$ cat config.mk
export PLATFORM = sky130hd
export DESIGN_NAME = infix_to_postfix_converter_unit
export DESIGN_NICKNAME = d
export VERILOG_FILES = /design/src/design/i2p_pkg.sv /design/src/design/i2p_front.sv /design/src/design/i2p_cmd_fifo.sv /design/src/design/i2p_back.sv /design/src/design/infix_to_postfix_converter_unit.sv
export SDC_FILE = /design/constraint.sdc
export NUM_CORES = 1
export LEC_CHECK = 0
export BUFFER_PORTS_ARGS = -buffer_cell sky130_fd_sc_hd__buf_2
export CAP_MARGIN = 20
export CORE_MARGIN = 2
export CORE_UTILIZATION = 62
export DETAILED_ROUTE_END_ITERATION = 12
export GPL_TIMING_DRIVEN = 0
export MAX_ROUTING_LAYER = met4
export PLACE_DENSITY = 0.79
export SLEW_MARGIN = 0
export SYNTH_ARGS = -nofsm -noshare
export SYNTH_HDL_FRONTEND = slang
export SYNTH_HIERARCHICAL = 1
export SYNTH_SLANG_ARGS = --single-unit
$ cat constraint.sdc
create_clock -name i_clk -period 4.15 [get_ports i_clk]
set_clock_uncertainty 0.1 [all_clocks]
set_input_delay 0.6225 -clock i_clk [delete_from_list [all_inputs] [get_ports i_clk]]
set_output_delay 0.6225 -clock i_clk [all_outputs]
set_load 0.005 [all_outputs]
$ cat src/design/i2p_pkg.sv
// Package for the infix to postfix converter: command record, command kinds,
// character constants and the operator precedence function.
// No dependencies.
package i2p_pkg;

    localparam int STACK_DEPTH_DEF = 32;
    localparam int CMD_FIFO_DEPTH  = 4;

    localparam logic [7:0] CH_CARET  = 8'h5E;  // '^'
    localparam logic [7:0] CH_SLASH  = 8'h2F;  // '/'
    localparam logic [7:0] CH_STAR   = 8'h2A;  // '*'
    localparam logic [7:0] CH_PLUS   = 8'h2B;  // '+'
    localparam logic [7:0] CH_MINUS  = 8'h2D;  // '-'
    localparam logic [7:0] CH_OPEN   = 8'h28;  // '('
    localparam logic [7:0] CH_CLOSE  = 8'h29;  // ')'
    localparam logic [7:0] CH_LOW_A  = 8'h61;  // 'a'
    localparam logic [7:0] CH_LOW_Z  = 8'h7A;  // 'z'

    localparam logic [1:0] PREC_POW = 2'd3;
    localparam logic [1:0] PREC_MUL = 2'd2;
    localparam logic [1:0] PREC_ADD = 2'd1;
    localparam logic [1:0] PREC_NONE = 2'd0;

    localparam logic [2:0] K_LETTER = 3'd0;
    localparam logic [2:0] K_OPEN   = 3'd1;
    localparam logic [2:0] K_CLOSE  = 3'd2;
    localparam logic [2:0] K_OPER   = 3'd3;
    localparam logic [2:0] K_END    = 3'd4;

    typedef struct packed {
        logic [2:0] kind;
        logic [7:0] sym;
        logic [1:0] prec;
    } t_cmd;

    function automatic logic [1:0] prec_of(input logic [7:0] c);
        logic [1:0] p;
        unique case (c) inside
            CH_CARET:           p = PREC_POW;
            CH_STAR, CH_SLASH:  p = PREC_MUL;
            CH_PLUS, CH_MINUS:  p = PREC_ADD;
            default:            p = PREC_NONE;
        endcase
        return p;
    endfunction

endpackage

$ cat src/design/i2p_front.sv
// Front end of the converter: accepts input beats and classifies each
// character into a command for the back end. Depends on i2p_pkg.
module i2p_front (
    input  logic            i_rst_n,
    input  logic            i_s_axis_tvalid,
    output logic            o_s_axis_tready,
    input  logic [7:0]      i_s_axis_tdata,   // [7:0] in_symbol
    input  logic            i_s_axis_tlast,   // end_of_expr
    output logic            o_q_wr,
    output i2p_pkg::t_cmd   o_q_cmd,
    input  logic            i_q_full
);

    i2p_pkg::t_cmd w_cmd;

    always_comb begin
        w_cmd.sym  = i_s_axis_tdata;
        w_cmd.prec = i2p_pkg::prec_of(i_s_axis_tdata);
        if (i_s_axis_tlast) begin
            w_cmd.kind = i2p_pkg::K_END;
        end else begin
            unique case (i_s_axis_tdata) inside
                [i2p_pkg::CH_LOW_A:i2p_pkg::CH_LOW_Z]: w_cmd.kind = i2p_pkg::K_LETTER;
                i2p_pkg::CH_OPEN:                      w_cmd.kind = i2p_pkg::K_OPEN;
                i2p_pkg::CH_CLOSE:                     w_cmd.kind = i2p_pkg::K_CLOSE;
                default:                               w_cmd.kind = i2p_pkg::K_OPER;
            endcase
        end
    end

    assign o_s_axis_tready = !i_q_full && i_rst_n;
    assign o_q_wr          = i_s_axis_tvalid && o_s_axis_tready;
    assign o_q_cmd         = w_cmd;

endmodule

$ cat src/design/i2p_cmd_fifo.sv
// Short command queue between the front and back ends of the converter.
// Depends on i2p_pkg.
module i2p_cmd_fifo (
    input  logic            i_clk,
    input  logic            i_rst_n,
    input  logic            i_wr,
    input  i2p_pkg::t_cmd   i_wr_cmd,
    output logic            o_full,
    output logic            o_valid,
    output i2p_pkg::t_cmd   o_rd_cmd,
    input  logic            i_rd
);

    localparam int DEPTH = i2p_pkg::CMD_FIFO_DEPTH;
    localparam int PW    = $clog2(DEPTH);
    localparam int CW    = $clog2(DEPTH + 1);

    i2p_pkg::t_cmd  r_mem [DEPTH];
    logic [PW-1:0]  r_wr_ptr, n_wr_ptr;
    logic [PW-1:0]  r_rd_ptr, n_rd_ptr;
    logic [CW-1:0]  r_count, n_count;
    logic           w_wr, w_rd;

    assign o_full   = (r_count == CW'(DEPTH));
    assign o_valid  = (r_count != '0);
    assign o_rd_cmd = r_mem[r_rd_ptr];
    assign w_wr     = i_wr && !o_full;
    assign w_rd     = i_rd && o_valid;

    always_comb begin
        n_wr_ptr = w_wr ? PW'(r_wr_ptr + 1'b1) : r_wr_ptr;
        n_rd_ptr = w_rd ? PW'(r_rd_ptr + 1'b1) : r_rd_ptr;
        n_count  = r_count;
        if (w_wr && !w_rd) begin
            n_count = CW'(r_count + 1'b1);
        end else if (!w_wr && w_rd) begin
            n_count = CW'(r_count - 1'b1);
        end
    end

    always_ff @(posedge i_clk) begin
        if (!i_rst_n) begin
            r_wr_ptr <= '0;
            r_rd_ptr <= '0;
            r_count  <= '0;
        end else begin
            r_wr_ptr <= n_wr_ptr;
            r_rd_ptr <= n_rd_ptr;
            r_count  <= n_count;
        end
    end

    always_ff @(posedge i_clk) begin
        if (w_wr) begin
            r_mem[r_wr_ptr] <= i_wr_cmd;
        end
    end

endmodule

$ cat src/design/i2p_back.sv
// Back end of the converter: operator stack in a memory, pop sequencer,
// sticky error flags and the output register. Depends on i2p_pkg.
module i2p_back #(
    parameter int STACK_DEPTH = i2p_pkg::STACK_DEPTH_DEF
) (
    input  logic            i_clk,
    input  logic            i_rst_n,
    input  logic            i_q_valid,
    input  i2p_pkg::t_cmd   i_q_cmd,
    output logic            o_q_rd,
    output logic            o_m_axis_tvalid,
    input  logic            i_m_axis_tready,
    output logic [15:0]     o_m_axis_tdata,   // [7:0] out_symbol, [9:8] error_status
    output logic            o_m_axis_tlast,   // run_last
    output logic            o_m_axis_tuser    // is_end_marker
);

    localparam int AW = $clog2(STACK_DEPTH);
    localparam int CW = $clog2(STACK_DEPTH + 1);

    localparam logic [1:0] S_IDLE = 2'd0;
    localparam logic [1:0] S_RD   = 2'd1;
    localparam logic [1:0] S_EV   = 2'd2;
    localparam logic [1:0] S_FIN  = 2'd3;

    logic [7:0]     r_stack [STACK_DEPTH];
    logic [7:0]     r_rdata;

    logic [1:0]     r_state, n_state;
    logic [CW-1:0]  r_count, n_count;
    logic [1:0]     r_err, n_err;
    i2p_pkg::t_cmd  r_cmd, n_cmd;
    logic           r_found, n_found;
    logic           r_pend_v, n_pend_v;
    logic [7:0]     r_pend_sym, n_pend_sym;

    logic           r_out_v;
    logic [7:0]     r_out_sym;
    logic [1:0]     r_out_err;
    logic           r_out_end;
    logic           r_out_last;

    logic [CW-1:0]  w_cnt_m1;
    logic           w_out_free;
    logic           w_send;
    logic [7:0]     w_send_sym;
    logic [1:0]     w_send_err;
    logic           w_send_end;
    logic           w_send_last;
    logic           w_push;
    logic           w_pop;
    logic           w_emit;
    logic           w_stop;
    logic           w_hit_open;

    assign w_cnt_m1   = CW'(r_count - 1'b1);
    assign w_out_free = !r_out_v || i_m_axis_tready;

    always_comb begin
        n_state     = r_state;
        n_count     = r_count;
        n_err       = r_err;
        n_cmd       = r_cmd;
        n_found     = r_found;
        n_pend_v    = r_pend_v;
        n_pend_sym  = r_pend_sym;
        o_q_rd      = 1'b0;
        w_send      = 1'b0;
        w_send_sym  = r_pend_sym;
        w_send_err  = 2'b00;
        w_send_end  = 1'b0;
        w_send_last = 1'b0;
        w_push      = 1'b0;
        w_pop       = 1'b0;
        w_emit      = 1'b0;
        w_stop      = 1'b0;
        w_hit_open  = 1'b0;

        unique case (r_state)
            S_IDLE: begin
                if (i_q_valid) begin
                    o_q_rd  = 1'b1;
                    n_cmd   = i_q_cmd;
                    n_found = 1'b0;
                    if (i_q_cmd.kind == i2p_pkg::K_LETTER) begin
                        n_pend_v   = 1'b1;
                        n_pend_sym = i_q_cmd.sym;
                    end
                    if ((i_q_cmd.kind == i2p_pkg::K_CLOSE || i_q_cmd.kind == i2p_pkg::K_OPER
                         || i_q_cmd.kind == i2p_pkg::K_END) && r_count != '0) begin
                        n_state = S_RD;
                    end else begin
                        n_state = S_FIN;
                    end
                end
            end
            S_RD: begin
                // wait for the registered top-of-stack read
                n_state = S_EV;
            end
            S_EV: begin
                if (r_cmd.kind == i2p_pkg::K_END) begin
                    w_pop  = 1'b1;
                    w_emit = (r_rdata != i2p_pkg::CH_OPEN) && (r_rdata != i2p_pkg::CH_CLOSE);
                end else if (r_cmd.kind == i2p_pkg::K_CLOSE) begin
                    w_pop = 1'b1;
                    if (r_rdata == i2p_pkg::CH_OPEN) begin
                        w_hit_open = 1'b1;
                    end else begin
                        w_emit = 1'b1;
                    end
                end else begin
                    if (r_rdata == i2p_pkg::CH_OPEN
                        || i2p_pkg::prec_of(r_rdata) < r_cmd.prec) begin
                        w_stop = 1'b1;
                    end else begin
                        w_pop  = 1'b1;
                        w_emit = 1'b1;
                    end
                end

                // hold while the previous pending symbol cannot go out
                if (!(w_emit && r_pend_v && !w_out_free)) begin
                    if (w_emit) begin
                        w_send     = r_pend_v;
                        n_pend_v   = 1'b1;
                        n_pend_sym = r_rdata;
                    end
                    if (w_pop) begin
                        n_count = w_cnt_m1;
                    end
                    if (w_hit_open) begin
                        n_found = 1'b1;
                    end
                    if (w_pop && !w_hit_open && !w_stop && w_cnt_m1 != '0) begin
                        n_state = S_RD;
                    end else begin
                        n_state = S_FIN;
                    end
                end
            end
            S_FIN: begin
                if (r_pend_v) begin
                    if (w_out_free) begin
                        w_send      = 1'b1;
                        w_send_last = (r_cmd.kind != i2p_pkg::K_END);
                        n_pend_v    = 1'b0;
                        if (r_cmd.kind == i2p_pkg::K_LETTER) begin
                            n_state = S_IDLE;
                        end
                    end
                end else if (r_cmd.kind == i2p_pkg::K_END) begin
                    if (w_out_free) begin
                        w_send      = 1'b1;
                        w_send_sym  = 8'h00;
                        w_send_err  = r_err;
                        w_send_end  = 1'b1;
                        w_send_last = 1'b1;
                        n_err       = 2'b00;
                        n_state     = S_IDLE;
                    end
                end else if (r_cmd.kind == i2p_pkg::K_OPEN || r_cmd.kind == i2p_pkg::K_OPER) begin
                    if (r_count < CW'(STACK_DEPTH)) begin
                        w_push  = 1'b1;
                        n_count = CW'(r_count + 1'b1);
                    end else begin
                        n_err[0] = 1'b1;
                    end
                    n_state = S_IDLE;
                end else if (r_cmd.kind == i2p_pkg::K_CLOSE) begin
                    if (!r_found) begin
                        n_err[1] = 1'b1;
                    end
                    n_state = S_IDLE;
                end else begin
                    n_state = S_IDLE;
                end
            end
            default: begin
                n_state = S_IDLE;
            end
        endcase
    end

    always_ff @(posedge i_clk) begin
        if (!i_rst_n) begin
            r_state  <= S_IDLE;
            r_count  <= '0;
            r_err    <= 2'b00;
            r_found  <= 1'b0;
            r_pend_v <= 1'b0;
            r_out_v  <= 1'b0;
        end else begin
            r_state  <= n_state;
            r_count  <= n_count;
            r_err    <= n_err;
            r_found  <= n_found;
            r_pend_v <= n_pend_v;
            if (w_send) begin
                r_out_v <= 1'b1;
            end else if (i_m_axis_tready) begin
                r_out_v <= 1'b0;
            end
        end
    end

    always_ff @(posedge i_clk) begin
        r_cmd      <= n_cmd;
        r_pend_sym <= n_pend_sym;
        if (w_send) begin
            r_out_sym  <= w_send_sym;
            r_out_err  <= w_send_err;
            r_out_end  <= w_send_end;
            r_out_last <= w_send_last;
        end
    end

    // stack memory: one write port, one registered read of the top entry
    always_ff @(posedge i_clk) begin
        if (w_push) begin
            r_stack[r_count[AW-1:0]] <= r_cmd.sym;
        end
        r_rdata <= r_stack[w_cnt_m1[AW-1:0]];
    end

    assign o_m_axis_tvalid = r_out_v;
    assign o_m_axis_tdata  = {6'b000000, r_out_err, r_out_sym};
    assign o_m_axis_tlast  = r_out_last;
    assign o_m_axis_tuser  = r_out_end;

endmodule

$ cat src/design/infix_to_postfix_converter_unit.sv
// Infix to postfix converter, top level: front end, command queue, back end.
// Depends on i2p_pkg, i2p_front, i2p_cmd_fifo and i2p_back.
//
// Takes one character per input beat (tlast marks the end of an expression)
// and streams out the postfix form, one character per output beat, closed by
// an end-marker beat (tuser high) that carries the sticky error flags. tlast
// on the output marks the last beat caused by one input beat. The back-end
// stack sequencer sets the pace: a letter or '(' is read from the queue and
// then finished, and an operator, ')' or end also examines stack entries,
// each with a read of the stack memory and then a decision, and a popped
// operator that still waits goes out at the end. Output stalls hold the
// sequencer. A 4-entry command queue lets input beats arrive while the
// stack is being worked. The stack holds STACK_DEPTH entries; a push on a
// full stack is dropped and flagged.
module infix_to_postfix_converter_unit #(
    parameter int STACK_DEPTH = i2p_pkg::STACK_DEPTH_DEF
) (
    input  logic        i_clk,
    input  logic        i_rst_n,
    input  logic        i_s_axis_tvalid,
    output logic        o_s_axis_tready,
    input  logic [7:0]  i_s_axis_tdata,   // [7:0] in_symbol
    input  logic        i_s_axis_tlast,   // end_of_expr
    output logic        o_m_axis_tvalid,
    input  logic        i_m_axis_tready,
    output logic [15:0] o_m_axis_tdata,   // [7:0] out_symbol, [9:8] error_status
    output logic        o_m_axis_tlast,   // run_last
    output logic        o_m_axis_tuser    // is_end_marker
);

    logic           w_q_wr;
    i2p_pkg::t_cmd  w_q_wr_cmd;
    logic           w_q_full;
    logic           w_q_valid;
    i2p_pkg::t_cmd  w_q_rd_cmd;
    logic           w_q_rd;

    i2p_front u_front (
        .i_rst_n         (i_rst_n),
        .i_s_axis_tvalid (i_s_axis_tvalid),
        .o_s_axis_tready (o_s_axis_tready),
        .i_s_axis_tdata  (i_s_axis_tdata),
        .i_s_axis_tlast  (i_s_axis_tlast),
        .o_q_wr          (w_q_wr),
        .o_q_cmd         (w_q_wr_cmd),
        .i_q_full        (w_q_full)
    );

    i2p_cmd_fifo u_fifo (
        .i_clk    (i_clk),
        .i_rst_n  (i_rst_n),
        .i_wr     (w_q_wr),
        .i_wr_cmd (w_q_wr_cmd),
        .o_full   (w_q_full),
        .o_valid  (w_q_valid),
        .o_rd_cmd (w_q_rd_cmd),
        .i_rd     (w_q_rd)
    );

    i2p_back #(
        .STACK_DEPTH (STACK_DEPTH)
    ) u_back (
        .i_clk           (i_clk),
        .i_rst_n         (i_rst_n),
        .i_q_valid       (w_q_valid),
        .i_q_cmd         (w_q_rd_cmd),
        .o_q_rd          (w_q_rd),
        .o_m_axis_tvalid (o_m_axis_tvalid),
        .i_m_axis_tready (i_m_axis_tready),
        .o_m_axis_tdata  (o_m_axis_tdata),
        .o_m_axis_tlast  (o_m_axis_tlast),
        .o_m_axis_tuser  (o_m_axis_tuser)
    );

endmodule
Yosys cells after proc, flatten, opt, wreduce, memory -nomap -nowiden
Memory sizes are Yosys's and may differ from the RTL's. A register that Yosys moved wholly into a read port is not among the register bits.
Index checks and enable logic that the tools add are counted.
W data, S select, Z words.
{ "op_classes": {"addsub": 6, "n_lt_le_gt_ge": 4, "n_eq_ne": 44, "n_mux": 91, "bitwise": 4, "reduce_logical": 53} }
{ "op_table": {"columns": ["cell", "count"], "rows": [
  ["$eq A8 B6 Y1 const B", 11],
  ["$mux W8", 8],
  ["$mux W1", 50],
  ["$mux W6", 6],
  ["$mux W2", 15],
  ["$reduce_and A5 Y1", 4],
  ["$pmux W2 S3", 3],
  ["$eq A8 B7 Y1 const B", 2],
  ["$ne A2 B2 Y1 const B", 8],
  ["$ne A8 B6 Y1 const B", 2],
  ["$pmux W8 S2", 1],
  ["$logic_and A1 B1 Y1", 14],
  ["$eq A3 B2 Y1 const B", 4],
  ["$ne A2 B1 Y1 const B", 6],
  ["$pmux W6 S2", 1],
  ["$reduce_bool A2 Y1", 6],
  ["$reduce_bool A6 Y1", 2],
  ["$reduce_or A2 Y1", 5],
  ["$eq A3 B3 Y1 const B", 3],
  ["$mux W3", 3],
  ["$ne A3 B3 Y1 const B", 3],
  ["$ge A8 B7 Y1 const B", 1],
  ["$le A8 B7 Y1 const B", 1],
  ["$pmux W2 S4", 1],
  ["other kinds (24)", 42]
]} }
{ "word_totals": {"register_bits": 53, "ramBits": 308, "input_bits": 13, "out_inout_bits": 20, "wordCells": 222, "memories": 2} }
{ "memory_table": {"columns": ["name", "words", "width", "read_ports", "rd_clocked_by_memory_dff", "wr", "line_no", "text"], "rows": [
  ["u_back.r_stack", 32, 8, 1, 1, 1, "i2p_back.sv:26", "logic [7:0] r_stack [STACK_DEPTH];"],
  ["u_fifo.r_mem", 4, 13, 1, 1, 1, "i2p_cmd_fifo.sv:18", "i2p_pkg::t_cmd r_mem [DEPTH];"]
]} }

Depth between registers and ports, before layout
{ "logic_depth": {"depth_word": 18, "ltp_mapped": 12, "depth_no_buf": 10} }

Cells and area by module
The synthesis kept the hierarchy.
{ "by_module_without_submodules": {"columns": ["module", "n_inst", "cells_per_inst", "area_per_inst_um2", "seq_area_each_um2"], "rows": [
  ["i2p_back", 1, 634, 12450.7, 9098.7],
  ["i2p_cmd_fifo", 1, 115, 2362.3, 1741.7],
  ["i2p_front", 1, 33, 237.7, 0.0]
]} }

Least setup slack after synthesis
No wires, ideal clock.
{ "synth_path": {"path_type": "flip-flop to flip-flop", "start": "reg u_back.r_count[0]", "end": "reg u_back.r_rdata[0] (read register of u_back.r_stack)", "setup_time_ns": 0.121, "arrival_time_ns": 3.160, "required_ns": 3.929, "path_slack_ns": 0.769, "stages_incl_launch_ff": 9, "n_path_buf": 3, "synth_period_minus_slack_ns": 3.381, "cell_sequence": "dfxtp_1 buf_2 clkbuf_1 inv_1 ha_1 xnor2_1 buf_6 mux4_2 mux2_2"} }
{ "synth_via": {"elab_chain_cells": 1} }
{ "synth_rtl": {"columns": ["item", "line_no", "text"], "rows": [
  ["start: declaration", "i2p_back.sv:30", "logic [CW-1:0] r_count, n_count;"],
  ["start signal: assignment", "i2p_back.sv:195", "r_count <= n_count;"],
  ["$sub A6 B1 Y6", "i2p_back.sv:56", "assign w_cnt_m1 = CW'(r_count - 1'b1);"],
  ["end: declaration", "i2p_back.sv:27", "logic [7:0] r_rdata;"]
]} }
No other way between the ends.
A chain may end at the register's enable or synchronous reset.

Final worst setup path
{ "layout_path": {"start": "reg u_back.r_count[0]", "end": "reg u_back.r_rdata[3] (read register of u_back.r_stack)"} }
Same word-level chain as after synthesis.

==> run_results.csv <==
group,metric,value,unit
outcome,outcome,"finished, final reports clean",
global_route,grt_start_max_net_pins,33,
synth,synth.area.mux_share,0.155,
hold_path,hold_class,"in -> reg",
synth,synthFlopType,"edfxtp_1",
timing,hold_viol_final,0,
clock_network,cts_hold_buffers,0,
layout,multi_input_area,0.00388,mm²
setup_path,start_kind,"flop",
floorplan,die_x,160,µm
clock_network,clock_path_buffers,3,
place,port_buffers,26,
place,gp_congestion,0.936,
floorplan,rows,57,
synth,synth_compound_area_frac,0.0256,
place,dp_slack,-0.265,ns
clock_network,cts_made_buffers,39,
detailed_routing,dr.pass1.iters,5,
synth,syn_inst,782,
detailed_routing,ant_nets,0,
setup_path,required,4.46,ns
synth,yosys_warnings,6,
timing,rsz0062_at_grt,"no",
synth,synth_edf_count,341,
place,dp.final_hpwl,20.2,mm
timing,finalCritPeriodShare,0.884,
pwr,p_total,0.0123,W
timing,fmax,273,MHz
synth,syn_area,0.0151,mm²
clock_network,h-tree-depth,2,
run,max_cap_viol_count,0,
synth,synth_adder_area_share,0.0105,
floorplan,io_pins,33,
layout,diodes,0,
detailed_routing,drt-total-wl,32.4,mm
timing,maxSlewViolCount,0,
layout,nets,886,
global_route,grt_pass1_wl,48.4,mm
timing,tightest_slew,1.11,ns
detailed_routing,route.detailed.drc,0,
setup_path,worstSetupPathType,"reg -> reg",
synth,synth-seq-cells,371,
layout,fill_cells,1498,
setup_path,cp-end-kind,"flop",
floorplan,coreArea,0.0241,mm²
timing,slew_headroom,0.259,
timing,setup_viol,0,
detailed_routing,post_drt_wl_per_cell,26.6,µm
clock_network,path_clk_slew,0.06,ns
pwr,peakVddDrop,0.423,mV
synth,yosys.area_share.simple,0.0588,
floorplan,dieArea,0.0255,mm²
global_route,gr-total-overflow,0,
global_route,grt_usage,0.266,
pwr,power.density,726,mW/mm²
detailed_routing,vias,7713,
synth,ys_seq_area_frac,0.720,
timing,fin_crit,3.67,ns
synth,avgSynthCellArea,19.2,µm²
synth,synth_top_family_by_area,"multiplexers",
clock_network,cts_tree,"yes",
floorplan,die_y,160,µm
layout,area_growth,12.9,%
detailed_routing,dr.first_iter.drc_count,906,
clock_network,insertion_delay,0.53,ns
setup_path,cp.arrival,3.98,ns
synth,synth_xor_area_frac,0.00698,
layout,drive_gt1_frac,0.274,
synth,yosysUniqueCellTypes,66,
synth,synthArstFlopShare,0,
clock_network,clkSinkCount,371,
pwr,p_leak,5.40,nW
layout,regArea,0.0108,mm²
global_route,grt_pass1_vias,7863,
floorplan,start_util,0.624,
detailed_routing,vias_per_cell,6.34,
global_route,antenna_found_initial,1,
timing,finalSetupTns,0,ns
setup_path,critical_path.max_fanout,16,
clock_network,root_buffer,"clkbuf_16",
timing,layout_setup_ws,0.482,ns
==> sequential cells by signal, indices dropped and copies added (netlist names), 2 cells and up, named ones only <==
register / cells
u_fifo/r_count: 3
u_back/r_stack: 256
u_back/r_cmd: 13
u_back/r_state: 2
u_back/r_count: 6
u_back/r_err: 2
u_fifo/r_rd_ptr: 2
u_fifo/r_wr_ptr: 2
u_back/r_pend_sym: 8
u_fifo/r_mem: 52
u_back/r_rdata: 8
u_back/r_out_err: 2
u_back/r_out_sym: 8
==> report_power, final <==
group	switching, W	internal [W]
Clock	0.00133	0.00202
Sequential	0.000314	0.00463
Combinational	0.00217	0.00187
==> routing by layer <==
metal	routed length (µm)	vias up	track usage
met5	0	-	-
met4	1010	0	0.0954
li1	-	3300	-
met1	12000	3961	0.335
met2	17100	376	0.442
met3	2260	76	0.0452
==> synthesized netlist by cell type, drive strengths merged (3+ instances only) <==
cell	instances	area share
edfxtp	341	0.68
mux4	93	0.14
nor2	46	0.011
buf	32	0.016
dfxtp	30	0.040
a21oi	19	0.0063
clkbuf	17	0.0042
mux2	17	0.013
nand2	16	0.0040
nor2b	16	0.0067
and2	12	0.0050
nor3	12	0.0040
ha	11	0.0091
inv	10	0.0025
o21ai	10	0.0033
xnor2	8	0.0047
nor3b	7	0.0046
or3	7	0.0032
nand3	6	0.0020
nand3b	5	0.0025
o31ai	5	0.0028
mux2i	4	0.0027
nand2b	4	0.0017
nand4	4	0.0017
nor4	4	0.0017
xor2	4	0.0023
a31oi	3	0.0012
and2b	3	0.0016
or4	3	0.0015
==> stage by stage <==
| stage | instances | cell area, µm² | util | hold WS, ns |
|---|---|---|---|---|
| after floorplan | 787 | 15100 | - | 0.355 |
| after global placement | 1137 | 15600 | 0.647 | 0.376 |
| after detailed placement | 1138 | 15600 | 0.648 | 0.398 |
| after CTS | 1210 | 16900 | 0.699 | 0.290 |
| after global routing | 1216 | 17000 | 0.705 | 0.305 |
| final | 1216 | 17000 | 0.705 | 0.299 |
==> placed cells by master (no fill, tap or decap), types with 6 or more instances in the layout <==
cell | Yosys | routed
a21oi_1 | 19 | 19
and2_1 | 12 | 12
buf_2 | 4 | 31
buf_4 | 16 | 17
buf_6 | 7 | 7
clkbuf_1 | 17 | 28
clkbuf_16 | 0 | 39
conb_1 | 1 | 6
dfxtp_1 | 30 | 30
edfxtp_1 | 341 | 341
ha_1 | 11 | 11
inv_1 | 10 | 10
mux2_2 | 17 | 17
mux4_2 | 93 | 93
nand2_1 | 16 | 16
nand3_1 | 6 | 6
nor2_1 | 46 | 46
nor2b_1 | 16 | 16
nor3_1 | 12 | 12
o21ai_0 | 9 | 9
xnor2_1 | 8 | 8
==> critical path, cell delays in order (launching register included) <==
cell and delay (ns):
dfxtp_1 0.38, buf_2 0.37, inv_1 0.16, ha_1 0.33, clkbuf_2 0.34, clkbuf_1 0.55
mux4_2 0.47, mux4_2 0.57, mux2_2 0.29
==> cell families (layout without fill, tap and decap cells) <==
group	after synthesis	count (layout)
and+or+nand+nor	155	155
AOI/OAI and AO/OA	57	57
other	1	6
xor gates and xnor gates	12	12
muxes	114	114
buffers and inverters	60	165
adders and majority gates	12	12
DFF	371	371
==> what timing repair did <==
action                                  4_1_cts  5_1_grt
buffers inserted                              0        0
endpoints found under the setup margin        8        8
resized for setup                             4        0
gates cloned                                  0        0
==> cell type report <==
type                       count  area share
sequential                   371       0.638
multi-input combinational    356       0.228
clock buffer                  56      0.0618
tap                          324      0.0238
buffer                        49      0.0183
timing repair buffer          34      0.0166
clock inverter                16      0.0111
inverter                      10     0.00221
==> path summary, 6_finish.rpt <==
path | start | endpoint | slack, ns | depth (start not counted)
max | u_back/r_count[0] | u_back/r_rdata[3] | 0.48 | 8
min | i_m_axis_tready | u_back/o_m_axis_tvalid | 0.30 | 3
max reg2reg | u_back/r_count[0] | u_back/r_rdata[3] | 0.48 | 8
min reg2reg | u_fifo/r_wr_ptr[1] | u_fifo/r_wr_ptr[1] | 0.40 | 2
Note: power is estimated with default switching activity, not from simulation.
